### src/hdl/twist_to_drive_command_assert.svh
// Assertion macros for the twist to drive command block.
// Define NO_ASSERTIONS to compile them out.
`ifndef TWIST_TO_DRIVE_COMMAND_ASSERT_SVH
`define TWIST_TO_DRIVE_COMMAND_ASSERT_SVH
`ifndef NO_ASSERTIONS
`define T2D_ASSERT(label, clk, rst, prop, msg) \
   label: assert property (@(posedge clk) disable iff (rst) prop) else $error(msg);
`define T2D_ASSERT_NR(label, clk, prop, msg) \
   label: assert property (@(posedge clk) prop) else $error(msg);
`else
`define T2D_ASSERT(label, clk, rst, prop, msg)
`define T2D_ASSERT_NR(label, clk, prop, msg)
`endif
`endif

### src/hdl/t2d_pkg.sv
// Package for the twist to drive command block: types, constants, arctangent table.
// No dependencies.
package t2d_pkg;

   localparam int FRAC_BITS = 12;
   localparam logic [1:0] KIND_CMD  = 2'd0;
   localparam logic [1:0] KIND_ODOM = 2'd1;
   localparam logic [1:0] KIND_TICK = 2'd2;
   localparam logic [1:0] GEAR_NEUTRAL = 2'd0;
   localparam logic [1:0] GEAR_FORWARD = 2'd1;
   localparam logic [1:0] GEAR_REVERSE = 2'd2;
   localparam logic [2:0] CSR_MAX_STEER  = 3'd0;
   localparam logic [2:0] CSR_THR_GAIN   = 3'd1;
   localparam logic [2:0] CSR_BRK_GAIN   = 3'd2;
   localparam logic [2:0] CSR_SPEED_TOL  = 3'd3;
   localparam logic [2:0] CSR_DEADBAND   = 3'd4;
   localparam logic [2:0] CSR_THR_FLOOR  = 3'd5;
   localparam logic [2:0] CSR_STOP_BRAKE = 3'd6;
   localparam logic [12:0] FULL_OUT    = 13'd4096;
   localparam logic [12:0] HOLD_BRAKE  = 13'd1229;
   localparam logic [12:0] EXTRA_BRAKE = 13'd819;
   localparam logic [14:0] STEER_ONE   = 15'd16384;

   typedef enum logic [7:0] {
      ST_IDLE  = 8'b00000001,
      ST_SQRT  = 8'b00000010,
      ST_PREP  = 8'b00000100,
      ST_ATAN  = 8'b00001000,
      ST_DINIT = 8'b00010000,
      ST_DIV   = 8'b00100000,
      ST_DRIVE = 8'b01000000,
      ST_OUT   = 8'b10000000
   } state_type;

   typedef struct packed {
      logic load;
      logic sqrt_step;
      logic prep;
      logic atan_step;
      logic div_init;
      logic div_step;
      logic drive;
   } cmd_type;

   typedef struct packed {
      logic last;
   } status_type;

   function automatic logic [29:0] atan_q30(input logic [4:0] i);
      logic [29:0] r;
      case (i)
         5'd0: r = 30'd843314857;  5'd1: r = 30'd497837829;
         5'd2: r = 30'd263043836;  5'd3: r = 30'd133525159;
         5'd4: r = 30'd67021687;   5'd5: r = 30'd33543516;
         5'd6: r = 30'd16775851;   5'd7: r = 30'd8388437;
         5'd8: r = 30'd4194283;    5'd9: r = 30'd2097149;
         5'd10: r = 30'd1048576;   5'd11: r = 30'd524288;
         5'd12: r = 30'd262144;    5'd13: r = 30'd131072;
         5'd14: r = 30'd65536;     5'd15: r = 30'd32768;
         5'd16: r = 30'd16384;     5'd17: r = 30'd8192;
         5'd18: r = 30'd4096;      5'd19: r = 30'd2048;
         5'd20: r = 30'd1024;      5'd21: r = 30'd512;
         5'd22: r = 30'd256;       5'd23: r = 30'd128;
         default: r = 30'd0;
      endcase
      return r;
   endfunction

endpackage

### src/hdl/t2d_ctrl.sv
// Controller for the twist to drive command block: sequences sqrt, arctangent,
// division and drive steps. Depends on t2d_pkg.
module t2d_ctrl
   import t2d_pkg::*;
#(
   parameter int ANGLE_ITERATIONS = 16
) (
   input  logic       clock,
   input  logic       reset,
   input  logic       start,
   input  logic       rsp_ready,
   input  status_type status,
   output cmd_type    cmd,
   output logic       busy,
   output logic       rsp_valid
);
   localparam int CW = 5;

   state_type state_ff, state_in;
   logic [CW-1:0] cnt_ff, cnt_in;

   always_comb begin
      state_in = state_ff;
      cnt_in   = cnt_ff;
      cmd      = '0;
      case (state_ff)
         ST_IDLE: begin
            if (start) begin
               cmd.load = 1'b1;
               cnt_in   = '0;
               state_in = ST_SQRT;
            end
         end
         ST_SQRT: begin
            cmd.sqrt_step = 1'b1;
            cnt_in = cnt_ff + 1'b1;
            if (cnt_ff == CW'(16)) begin
               state_in = ST_PREP;
            end
         end
         ST_PREP: begin
            cmd.prep = 1'b1;
            cnt_in   = '0;
            state_in = ST_ATAN;
         end
         ST_ATAN: begin
            cmd.atan_step = 1'b1;
            cnt_in = cnt_ff + 1'b1;
            if (cnt_ff == CW'(ANGLE_ITERATIONS)) begin
               state_in = ST_DINIT;
            end
         end
         ST_DINIT: begin
            cmd.div_init = 1'b1;
            cnt_in   = '0;
            state_in = ST_DIV;
         end
         ST_DIV: begin
            cmd.div_step = 1'b1;
            if (status.last) begin
               state_in = ST_DRIVE;
            end
         end
         ST_DRIVE: begin
            cmd.drive = 1'b1;
            state_in  = ST_OUT;
         end
         ST_OUT: begin
            if (rsp_ready) begin
               state_in = ST_IDLE;
            end
         end
         default: state_in = ST_IDLE;
      endcase
   end

   always_ff @(posedge clock) begin
      if (reset) begin
         state_ff <= ST_IDLE;
         cnt_ff   <= '0;
      end else begin
         state_ff <= state_in;
         cnt_ff   <= cnt_in;
      end
   end

   assign busy      = (state_ff != ST_IDLE);
   assign rsp_valid = (state_ff == ST_OUT);

   `include "twist_to_drive_command_assert.svh"
   `T2D_ASSERT(a_onehot, clock, reset, $onehot(state_ff), "state not one-hot")
   `T2D_ASSERT(a_out_hold, clock, reset, rsp_valid && !rsp_ready |=> rsp_valid, "result dropped")
   `T2D_ASSERT(a_drive_then_out, clock, reset, cmd.drive |=> rsp_valid, "drive not followed by result")
endmodule

### src/hdl/t2d_dp.sv
// Datapath for the twist to drive command block: held state, config registers,
// bit-serial sqrt, CORDIC, restoring divider and drive rules. Depends on t2d_pkg.
module t2d_dp
   import t2d_pkg::*;
(
   input  logic               clock,
   input  logic               reset,
   input  logic               accept,
   input  logic [1:0]         req_kind,
   input  logic signed [15:0] req_target_speed,
   input  logic signed [15:0] req_target_yaw_rate,
   input  logic signed [15:0] req_measured_vx,
   input  logic signed [15:0] req_measured_vy,
   input  logic               csr_write,
   input  logic [2:0]         csr_index,
   input  logic [15:0]        csr_data,
   input  cmd_type            cmd,
   output status_type         status,
   output logic               tick_ready,
   output logic signed [15:0] rsp_steer,
   output logic [12:0]        rsp_throttle,
   output logic [12:0]        rsp_brake,
   output logic [1:0]         rsp_gear
);
   localparam longint ONE_F = 64'sd1 <<< FRAC_BITS;
   localparam longint WHEEL_F = (286 * ONE_F + 500) / 1000;
   localparam longint TENTH_F = (ONE_F + 5) / 10;
   localparam longint HUND_F = (ONE_F + 50) / 100;
   localparam int YW = 16 + 16 + 2;
   localparam int XW = 16 + FRAC_BITS + 3;
   localparam int CWD = (YW > XW) ? YW + 2 : XW + 2;
   localparam int DIVW = 30;

   logic [12:0] max_steer_ff, deadband_ff, floor_ff, stop_brake_ff;
   logic [15:0] thr_gain_ff, brk_gain_ff;
   logic [14:0] tol_ff;
   logic signed [15:0] tgt_ff, yaw_ff, vx_ff, vy_ff;
   logic cmd_seen_ff, odom_seen_ff;

   always_ff @(posedge clock) begin
      if (reset) begin
         max_steer_ff <= 13'd2867; thr_gain_ff <= 16'd2048; brk_gain_ff <= 16'd2048;
         tol_ff <= 15'd41; deadband_ff <= 13'd41; floor_ff <= 13'd205;
         stop_brake_ff <= 13'd205;
         tgt_ff <= '0; yaw_ff <= '0; vx_ff <= '0; vy_ff <= '0;
         cmd_seen_ff <= 1'b0; odom_seen_ff <= 1'b0;
      end else begin
         if (csr_write) begin
            case (csr_index)
               CSR_MAX_STEER:  max_steer_ff  <= csr_data[12:0];
               CSR_THR_GAIN:   thr_gain_ff   <= csr_data;
               CSR_BRK_GAIN:   brk_gain_ff   <= csr_data;
               CSR_SPEED_TOL:  tol_ff        <= csr_data[14:0];
               CSR_DEADBAND:   deadband_ff   <= csr_data[12:0];
               CSR_THR_FLOOR:  floor_ff      <= csr_data[12:0];
               CSR_STOP_BRAKE: stop_brake_ff <= csr_data[12:0];
               default: ;
            endcase
         end
         if (accept && req_kind == KIND_CMD) begin
            tgt_ff <= req_target_speed; yaw_ff <= req_target_yaw_rate;
            cmd_seen_ff <= 1'b1;
         end
         if (accept && req_kind == KIND_ODOM) begin
            vx_ff <= req_measured_vx; vy_ff <= req_measured_vy;
            odom_seen_ff <= 1'b1;
         end
      end
   end

   assign tick_ready = cmd_seen_ff && odom_seen_ff;

   // bit-serial integer square root, one result bit per step
   logic [32:0] sq_n_ff, sq_r_ff, sq_bit_ff;
   logic [32:0] sq_sum;
   logic signed [31:0] vx2, vy2;
   assign vx2 = vx_ff * vx_ff;
   assign vy2 = vy_ff * vy_ff;
   assign sq_sum = sq_r_ff + sq_bit_ff;

   logic [16:0] cur_ff;
   logic [16:0] absd;
   logic [16:0] basis;

   assign absd = tgt_ff[15] ? 17'(-$signed({tgt_ff[15], tgt_ff})) : 17'({1'b0, tgt_ff});
   assign basis = (longint'(cur_ff) > TENTH_F) ? cur_ff :
                  (longint'(absd) > TENTH_F) ? absd : 17'd0;

   function automatic logic signed [CWD-1:0] shr_tz(input logic signed [CWD-1:0] v,
                                                    input logic [4:0] s);
      logic signed [CWD-1:0] m;
      m = v[CWD-1] ? -v : v;
      m = m >>> s;
      return v[CWD-1] ? -m : m;
   endfunction

   // divider: |angle| * 16384 / maxa
   logic [DIVW-1:0] dq_ff, drem_ff;
   logic [4:0] dcnt_ff;
   logic [12:0] maxa;
   logic [DIVW:0] dtrial;
   assign maxa = (max_steer_ff == 13'd0) ? 13'd1 : max_steer_ff;
   assign dtrial = {drem_ff, dq_ff[DIVW-1]} - (DIVW+1)'(maxa);
   assign status.last = (dcnt_ff == 5'(DIVW - 1));

   always_ff @(posedge clock) begin
      if (cmd.load) begin
         sq_n_ff <= 33'($unsigned(vx2)) + 33'($unsigned(vy2));
         sq_r_ff <= '0;
         sq_bit_ff <= 33'd1 << 32;
      end else if (cmd.sqrt_step) begin
         if (sq_n_ff >= sq_sum) begin
            sq_n_ff <= sq_n_ff - sq_sum;
            sq_r_ff <= (sq_r_ff >> 1) + sq_bit_ff;
         end else begin
            sq_r_ff <= sq_r_ff >> 1;
         end
         sq_bit_ff <= sq_bit_ff >> 2;
      end
      if (cmd.prep) begin
         cur_ff <= sq_r_ff[16:0];
      end
   end

   // first arctangent step loads the vectors
   logic ld_ff;
   always_ff @(posedge clock) begin
      if (cmd.prep) begin
         ld_ff <= 1'b1;
      end else if (cmd.atan_step) begin
         ld_ff <= 1'b0;
      end
   end

   // CORDIC vectoring
   logic signed [CWD-1:0] kx_ff, ky_ff;
   logic signed [FRAC_BITS+3:0] kz_ff;
   logic [4:0] kit_ff;
   logic signed [CWD-1:0] kxs, kys, kx_n, ky_n;
   logic signed [FRAC_BITS+3:0] kz_n, kstep;
   assign kxs = shr_tz(kx_ff, kit_ff);
   assign kys = shr_tz(ky_ff, kit_ff);
   assign kstep = (FRAC_BITS+4)'((31'(atan_q30(kit_ff)) + (31'd1 << (29 - FRAC_BITS)))
                                 >> (30 - FRAC_BITS));
   always_comb begin
      kx_n = kx_ff; ky_n = ky_ff; kz_n = kz_ff;
      if (ky_ff > 0) begin
         kx_n = kx_ff + kys; ky_n = ky_ff - kxs; kz_n = kz_ff + kstep;
      end else if (ky_ff < 0) begin
         kx_n = kx_ff - kys; ky_n = ky_ff + kxs; kz_n = kz_ff - kstep;
      end
   end
   always_ff @(posedge clock) begin
      if (cmd.prep) begin
         kx_ff  <= CWD'(longint'(sq_r_ff[16:0]));
         ky_ff  <= '0;
         kz_ff  <= '0;
         kit_ff <= '0;
      end else if (cmd.atan_step) begin
         if (ld_ff) begin
            kx_ff <= CWD'(longint'(basis) * ONE_F);
            ky_ff <= (basis != 17'd0) ? CWD'(longint'(yaw_ff) * WHEEL_F) : '0;
            kz_ff <= '0;
            kit_ff <= '0;
         end else begin
            kx_ff <= kx_n; ky_ff <= ky_n; kz_ff <= kz_n;
            kit_ff <= kit_ff + 1'b1;
         end
      end
   end

   logic [FRAC_BITS+3:0] kang;
   logic kneg, kzero;
   assign kneg  = kz_ff[FRAC_BITS+3];
   assign kang  = kneg ? -kz_ff : kz_ff;
   assign kzero = kang < (FRAC_BITS+4)'(deadband_ff);

   logic neg_ff;
   always_ff @(posedge clock) begin
      if (cmd.div_init) begin
         dq_ff   <= kzero ? '0 : DIVW'(kang) << 14;
         drem_ff <= '0;
         dcnt_ff <= '0;
         neg_ff  <= kneg && !kzero;
      end else if (cmd.div_step) begin
         if (!dtrial[DIVW]) begin
            drem_ff <= dtrial[DIVW-1:0];
            dq_ff   <= {dq_ff[DIVW-2:0], 1'b1};
         end else begin
            drem_ff <= {drem_ff[DIVW-2:0], dq_ff[DIVW-1]};
            dq_ff   <= {dq_ff[DIVW-2:0], 1'b0};
         end
         dcnt_ff <= dcnt_ff + 1'b1;
      end
   end

   // drive rules
   logic signed [17:0] cur_s, des_s, err;
   logic [17:0] abserr;
   logic [12:0] thr_c, brk_c;
   logic [1:0] gear_c;
   logic [31:0] thr_prod, brk_prod, pos_prod;
   logic [12:0] thr_sc, brk_sc;
   logic [15:0] mag;
   logic [31:0] q;

   function automatic logic [12:0] clamp_full(input logic [31:0] v);
      return (v > 32'(FULL_OUT)) ? FULL_OUT : v[12:0];
   endfunction

   assign cur_s = 18'($signed({1'b0, cur_ff}));
   assign des_s = 18'(tgt_ff);
   assign err = des_s - cur_s;
   assign abserr = err[17] ? 18'(-err) : 18'(err);
   assign thr_prod = 32'((34'(thr_gain_ff) * 34'(abserr)) >> FRAC_BITS);
   assign brk_prod = 32'((34'(brk_gain_ff) * 34'(abserr)) >> FRAC_BITS);
   assign pos_prod = 32'd0;
   assign thr_sc = clamp_full(thr_prod);
   assign brk_sc = clamp_full(brk_prod + pos_prod);

   always_comb begin
      thr_c = '0; brk_c = '0; gear_c = GEAR_NEUTRAL;
      if (longint'(absd) < HUND_F) begin
         if (longint'(cur_ff) > HUND_F) brk_c = clamp_full(32'(stop_brake_ff));
         else brk_c = HOLD_BRAKE;
      end else if (!tgt_ff[15]) begin
         gear_c = GEAR_FORWARD;
         if (abserr > 18'(tol_ff)) begin
            if (!err[17]) thr_c = thr_sc;
            else brk_c = brk_sc;
         end
      end else if (longint'(cur_ff) > TENTH_F) begin
         brk_c = brk_sc;
      end else begin
         gear_c = GEAR_REVERSE;
         if (abserr > 18'(tol_ff)) begin
            if (err[17]) thr_c = thr_sc;
            else brk_c = brk_sc;
         end
      end
      if (gear_c != GEAR_NEUTRAL && thr_c != 13'd0 && thr_c < floor_ff) thr_c = floor_ff;
      if (thr_c > FULL_OUT) thr_c = FULL_OUT;
   end

   assign q = 32'(dq_ff);
   assign mag = (q > 32'(STEER_ONE)) ? 16'(STEER_ONE) : q[15:0];

   always_ff @(posedge clock) begin
      if (cmd.drive) begin
         rsp_steer    <= neg_ff ? -$signed(mag) : $signed(mag);
         rsp_throttle <= thr_c;
         rsp_brake    <= brk_c;
         rsp_gear     <= gear_c;
      end
   end

   `include "twist_to_drive_command_assert.svh"
   `T2D_ASSERT(a_cur_range, clock, reset, cmd.drive |-> cur_ff < 17'd46341, "speed out of range")
   `T2D_ASSERT(a_seen, clock, reset, cmd.load |-> tick_ready, "tick before state")
   `T2D_ASSERT(a_thr_full, clock, reset, cmd.drive |=> rsp_throttle <= FULL_OUT, "throttle over full")
endmodule

### src/hdl/twist_to_drive_command.sv
// Top level of the twist to drive command block.
// Instantiates t2d_ctrl and t2d_dp; depends on t2d_pkg.
//
// Usage:
//   req_ channel carries command updates, odometry updates and ticks.
//   Command and odometry items are taken while idle and give no result.
//   A tick after both kinds were seen starts a computation: 17 sqrt steps,
//   a prepare step, ANGLE_ITERATIONS+1 CORDIC steps, a divider load step,
//   30 divider steps and one drive step; the result then waits on rsp_ until
//   taken. The controller handles one tick at a time, so req_ready is low
//   from the tick until the cycle after its result is taken.
//   Ticks before both kinds were seen and kind 3 are taken and dropped.
//   Reset clears held values, seen flags and loads register defaults;
//   req_ready stays low during reset.
//   csr_ writes take effect at once; write only while idle.
//   A stalled receiver holds the result and the block.
module twist_to_drive_command
   import t2d_pkg::*;
#(
   parameter int ANGLE_ITERATIONS = 16
) (
   input  logic               clock,
   input  logic               reset,
   input  logic               req_valid,
   output logic               req_ready,
   input  logic [1:0]         req_kind,
   input  logic signed [15:0] req_target_speed,
   input  logic signed [15:0] req_target_yaw_rate,
   input  logic signed [15:0] req_measured_vx,
   input  logic signed [15:0] req_measured_vy,
   output logic               rsp_valid,
   input  logic               rsp_ready,
   output logic signed [15:0] rsp_steer,
   output logic [12:0]        rsp_throttle,
   output logic [12:0]        rsp_brake,
   output logic [1:0]         rsp_gear,
   input  logic               csr_write,
   input  logic [2:0]         csr_index,
   input  logic [15:0]        csr_data
);
   cmd_type    cmd;
   status_type status;
   logic busy, accept, tick_ready, start;

   assign req_ready = !busy && !reset;
   assign accept = req_valid && req_ready;
   assign start = accept && req_kind == KIND_TICK && tick_ready;

   t2d_ctrl #(.ANGLE_ITERATIONS(ANGLE_ITERATIONS)) u_ctrl (
      .clock(clock), .reset(reset), .start(start), .rsp_ready(rsp_ready),
      .status(status), .cmd(cmd), .busy(busy), .rsp_valid(rsp_valid)
   );

   t2d_dp u_dp (
      .clock(clock), .reset(reset), .accept(accept), .req_kind(req_kind),
      .req_target_speed(req_target_speed), .req_target_yaw_rate(req_target_yaw_rate),
      .req_measured_vx(req_measured_vx), .req_measured_vy(req_measured_vy),
      .csr_write(csr_write), .csr_index(csr_index), .csr_data(csr_data),
      .cmd(cmd), .status(status), .tick_ready(tick_ready),
      .rsp_steer(rsp_steer), .rsp_throttle(rsp_throttle),
      .rsp_brake(rsp_brake), .rsp_gear(rsp_gear)
   );
endmodule

### config.mk
export PLATFORM = sky130hd
export DESIGN_NAME = twist_to_drive_command
export DESIGN_NICKNAME = d
export VERILOG_FILES = /design/src/hdl/t2d_pkg.sv /design/src/hdl/t2d_ctrl.sv /design/src/hdl/t2d_dp.sv /design/src/hdl/twist_to_drive_command.sv
export VERILOG_INCLUDE_DIRS = /design/src /design/src/hdl
export SDC_FILE = /design/constraint.sdc
export NUM_CORES = 2
export LEC_CHECK = 0
export ABC_AREA = 1
export BUFFER_PORTS_ARGS = -buffer_cell sky130_fd_sc_hd__buf_2
export CORE_MARGIN = 2
export CORE_UTILIZATION = 65
export DETAILED_ROUTE_END_ITERATION = 16
export HOLD_SLACK_MARGIN = 0.15
export PLACE_DENSITY = 0.79
export SKIP_CTS_REPAIR_TIMING = 1
export SLEW_MARGIN = 20
export SYNTH_ARGS = -nofsm -noshare
export SYNTH_HDL_FRONTEND = slang
export SYNTH_SLANG_ARGS = --single-unit
### constraint.sdc
create_clock -name clock -period 24.4 [get_ports clock]
set_input_delay 7.32 -clock clock [delete_from_list [all_inputs] [get_ports clock]]
set_output_delay 7.32 -clock clock [all_outputs]
set_load 0.03 [all_outputs]
# Yosys cells after proc, flatten, opt, wreduce, memory -nomap -nowiden
# Memories as Yosys holds them, arrays and structs flattened. A register that Yosys moved wholly into a read port is not among the register bits.
# Cells that the tools add are included.
totals:
  mem_bits_ro: 960
  input_bits: 90
  out_inout_bits: 46
  n_memories: 1
  elab_cells: 218
  regBits: 482
op_classes:
  addsub: 24
  n_eq_ne: 24
  shift: 2
  n_mul: 5
  magnitude_cmp: 15
  mux: 74
  reduce_logical: 40
memory_table:
  columns: ["name", "words", "width", "read_ports", "rd_ports_with_merged_regs", "wr", "line", "rtl"]
  rows:
  - ["(no name shown)", 32, 30, 1, 1, 0, "t2d_pkg.sv:51", "case (i)"]
op_table:
  columns: ["operator", "count"]
  rows:
  - ["two-way mux 36 bit", 11]
  - ["two-way mux 13 bit", 20]
  - ["negation 36 bit", 4]
  - ["two-way mux 33 bit", 4]
  - ["two-way mux 30 bit", 4]
  - ["two-way mux 16 bit", 6]
  - ["two-way mux 17 bit", 5]
  - ["adder 36 bit", 2]
  - [">>> shifter 36 x 5 -> 36 bit", 2]
  - ["subtractor 36 bit", 2]
  - ["multiplier 16 x 18 -> 34 bit", 2]
  - ["multiplier 16 x 16 -> 32 bit", 2]
  - ["one-hot mux 8 bit (8 select lines)", 1]
  - ["greater-than comparator 22 x 13 -> 1 bit, second input constant", 2]
  - ["two-way mux 8 bit", 5]
  - ["greater-than comparator 36 x 1 -> 1 bit, second input constant", 1]
  - ["less-than comparator 36 x 1 -> 1 bit, second input constant", 1]
  - ["greater-than comparator 17 x 9 -> 1 bit, second input constant", 2]
  - ["adder 32 x 32 -> 33 bit", 1]
  - ["adder 32 x 33 -> 33 bit", 1]
  - ["adder 33 bit", 1]
  - [">= comparator 33 bit", 1]
  - ["subtractor 33 bit", 1]
  - ["negation 16 bit", 2]
  - ["other kinds (51)", 101]

# Logic depth before layout (Yosys ltp)
depth:
  depth_word: 16
  mapped_depth: 67
  ltp_nobuf: 64

# Cells and area by module
# A second synthesis with hierarchy kept.
hier_totals:
  cells_unflattened: 11635
  hier_area_um2: 82377.8
modules_own_cells:
  columns: ["mod", "area_each_um2", "instances", "cells_each", "seq_area_each_um2"]
  rows:
  - ["t2d_dp", 81513.2, 1, 11500, 11070.6]
  - ["t2d_ctrl", 833.3, 1, 129, 260.2]
  - ["twist_to_drive_command", 31.3, 1, 6, 0.0]

# Worst setup path after synthesis
# OpenSTA, ideal clock, no wires.
synth_timing:
  kind: "input-to-output"
  startpoint: "input reset"
  endpoint: "output req_ready"
  cell_stages: 2
  path_buffers: 1
  setup_slack_ps: 9100
  t_required_ps: 17080
  t_arrival_ps: 7980
  cell_sequence: "clkbuf_1 nor2_1"
synth_between:
  elab_chain_cells: 2
synth_rtl:
  columns: ["item", "line", "rtl"]
  rows:
  - ["from (decl)", "twist_to_drive_command.sv:23", "input logic reset,"]
  - ["zero test 1 bit", "twist_to_drive_command.sv:45", "assign req_ready = !busy && !reset;"]
  - ["logical AND 1 bit", "twist_to_drive_command.sv:45", null]
  - ["to (decl)", "twist_to_drive_command.sv:25", "output logic req_ready,"]
# No other way between the ends.

# Worst setup path in the final report
# Ends and elaborated chain as after synthesis.

==> impl_metrics.csv <==
group,metric,value,unit
sta,fin_crit_sh,63.0,%
place,io_buffers,135,
critical_path,timing.critical_path.mode_cell,"buf_2",
power,power_leakage,46.4,nW
routing,dr.max_layer_used,"met5",
routing,vias_per_cell,5.78,
sta,fmax,65.1,MHz
place,place.gp.congestion,0.997,
routing,finalWirelength,239,mm
critical_path,worstPathArrival,8.05,ns
cells_and_area,nFillCells,10800,
cells_and_area,drive_above_1_share,4.32,%
sta,fin_crit,15.37,ns
synth,synth_area,0.0821,mm²
global_routing,grt_usage,36.8,%
synth,synthTopCellsByArea,"fa_1 24%, nand2_1 12%, ha_1 11%",
cells_and_area,layout_common_cells,"2608 x nand2_1, 2173 x inv_1, 966 x nor2_1, 964 x fa_1, 734 x ha_1",
clock_network,cts_sinks,495,
global_routing,antenna_found_initial,9,
synth,yosysWarnings,0,
synth,seq_area_frac_synth,13.8,%
synth,syn_inst,11500,
global_routing,grt_pass1_vias,74000,
clock_network,path_clk_slew,0.05,ns
critical_path,cpMaxStageDelayCell,"buf_2",
power,total_power,3.17,mW
routing,via_count,75800,
synth,synth_edf_count,142,
clock_network,cts_buffers,61,
job,drv_cap,0,
min_path,hold_class,"reg2reg",
die,top_level_ports,136,
critical_path,crit_fanout,9,
routing,routedWlPerCell,18.2,µm
clock_network,clockBufferDepth,3,
critical_path,critPathMaxStageDelay,0.31,ns
die,die-area,0.129,mm²
routing,wl_met2,109,mm
routing,drt-initial-drc-count,6913,
global_routing,grt_max_degree,107,
cells_and_area,finalNonFillerCells,13100,
power,power_density,36.8,mW/mm²
sta,hold_viol_final,0,
synth,synth_cell_types,75,
sta,slew_viol_final,0,
synth,yosys.area.top_type,"fa_1",
synth,synth_top_flop_cell,"dfxtp_1",
global_routing,overflow,0,
cells_and_area,layout_commonest_cell,"nand2_1",
critical_path,path_class,"in2out",
die,die_y,359,µm
sta,rsz0062_at_grt,"no",
sta,slew_headroom,32.5,%
synth,synthArstFlopShare,0,%
sta,clock_skew,0.0578,ns
die,initial_core_util,65.4,%
critical_path,crit_chain,"buf_2, nor2_1, buf_2",
synth,synth_nets,13300,
routing,drt-pass1-iter-count,8,
place,hpwl,192,mm
sta,tightest_slew,1.01,ns
synth,syn_avg_cell_area,7.12,µm²
clock_network,cts_tree,"done",
routing,wl_met3,21.5,mm
clock_network,clk_latency,0.73,ns
sta,whs,0.465,ns
cells_and_area,stdcell_area,0.0861,mm²
cells_and_area,nets,13200,
cells_and_area,multiInputGateArea,0.0610,mm²
die,core,0.126,mm²
routing,drcViolationCount,0,
sta,setup_violations,0,
critical_path,end_kind,"primary output",
sta,tns,0,ns
die,die_w,359,µm
routing,wl_met1,99.5,mm
status,outcome,"complete, no violations",
place,dp_cells,13000,
cells_and_area,seq_area,0.0113,mm²
die,rows,130,
global_routing,grt_pass1_wl,384,mm
clock_network,h-tree-depth,2,
critical_path,cp-start-kind,"primary input",
clock_network,cts_root_buffer,"clkbuf_16",
cells_and_area,syn2layout_area_growth,4.83,%
synth,synth_seq_cells,495,
place,placed_area,0.0839,mm²
routing,antenna_left,0,
critical_path,required,17.08,ns
power,ir_drop,0.0608,mV
synth,synth_top_area_share,23.5,%
==> worst max-delay path, delay by kind of cell <==
kind	cells	cell delay, ns
and+or+nand+nor	1	0.23
buffers and inverters	2	0.49
==> per-layer routing <==
metal | up-vias | global-route usage [%]
li1 | 36000 | -
met1 | 36100 | 49.8
met2 | 3178 | 60.0
met3 | 533 | 6.22
met4 | 2 | 12.7
met5 | - | 0
==> synthesized netlist by cell type, types with 54 or more instances <==
cell,count
nor2_1,967
nor3_1,89
ha_1,734
xnor2_1,148
buf_1,54
a31oi_1,61
nand4_1,122
o211ai_1,69
fa_1,964
nand2_1,2608
xor2_1,288
clkbuf_1,314
edfxtp_1,142
inv_1,2176
dfxtp_1,353
a21oi_1,683
nand3_1,630
o21ai_0,612
==> power by group <==
part	internal [mW]	leakage (nW)	switching (mW)	total, mW
logic	0.428	41.3	0.881	1.31
registers	0.855	4.09	0.0268	0.881
clock network	0.562	1.05	0.415	0.977
==> kinds of logic after synthesis <==
logic type,share of synthesized area (%)
mux,0.0625
simple gates,23.3
xor+xnor,4.75
flops,13.8
buf+inv,12.0
compound gates,11.4
fa+ha+maj,34.7
==> sequential cells by signal, summed over array words and instances (netlist names), 17 cells and up, named ones only <==
| name | count |
|---|---|
| u_dp.ky_ff | 36 |
| u_dp.drem_ff | 30 |
| u_dp.cur_ff | 17 |
| u_dp.dq_ff | 30 |
| u_dp.sq_bit_ff | 17 |
| u_dp.sq_r_ff | 33 |
| u_dp.kx_ff | 36 |
| u_dp.sq_n_ff | 33 |
==> cell type report <==
| class | instances | area share [%] |
|---|---|---|
| inverter | 2216 | 9.67 |
| tap | 1650 | 2.40 |
| clock inverter | 31 | 0.449 |
| clock buffer | 84 | 2.04 |
| timing repair buffer | 204 | 1.39 |
| sequential | 495 | 13.2 |
| antenna | 5 | 0.0145 |
| multi-input combinational | 8431 | 70.9 |
==> worst paths after layout <==
path | slack, ns | from | endpoint | cells after the start
setup / recovery | 9.03 | reset | req_ready | 3
hold / removal | 0.47 | u_dp.odom_seen_ff | u_dp.odom_seen_ff | 2
setup reg to reg | 11.28 | u_dp.tgt_ff[15] | u_dp.rsp_throttle[1] | 52
hold reg to reg | 0.47 | u_dp.odom_seen_ff | u_dp.odom_seen_ff | 2
==> per-stage QoR <==
stage                     setup WS, ns  utilization (%)
after CTS                         9.06             68.5
after floorplan                   9.10                -
final                             9.03             68.6
after global routing              9.04             68.6
after detailed placement          9.09             66.8
after global placement            9.12             66.8
No activity file was read; power rests on OpenSTA's default activity.
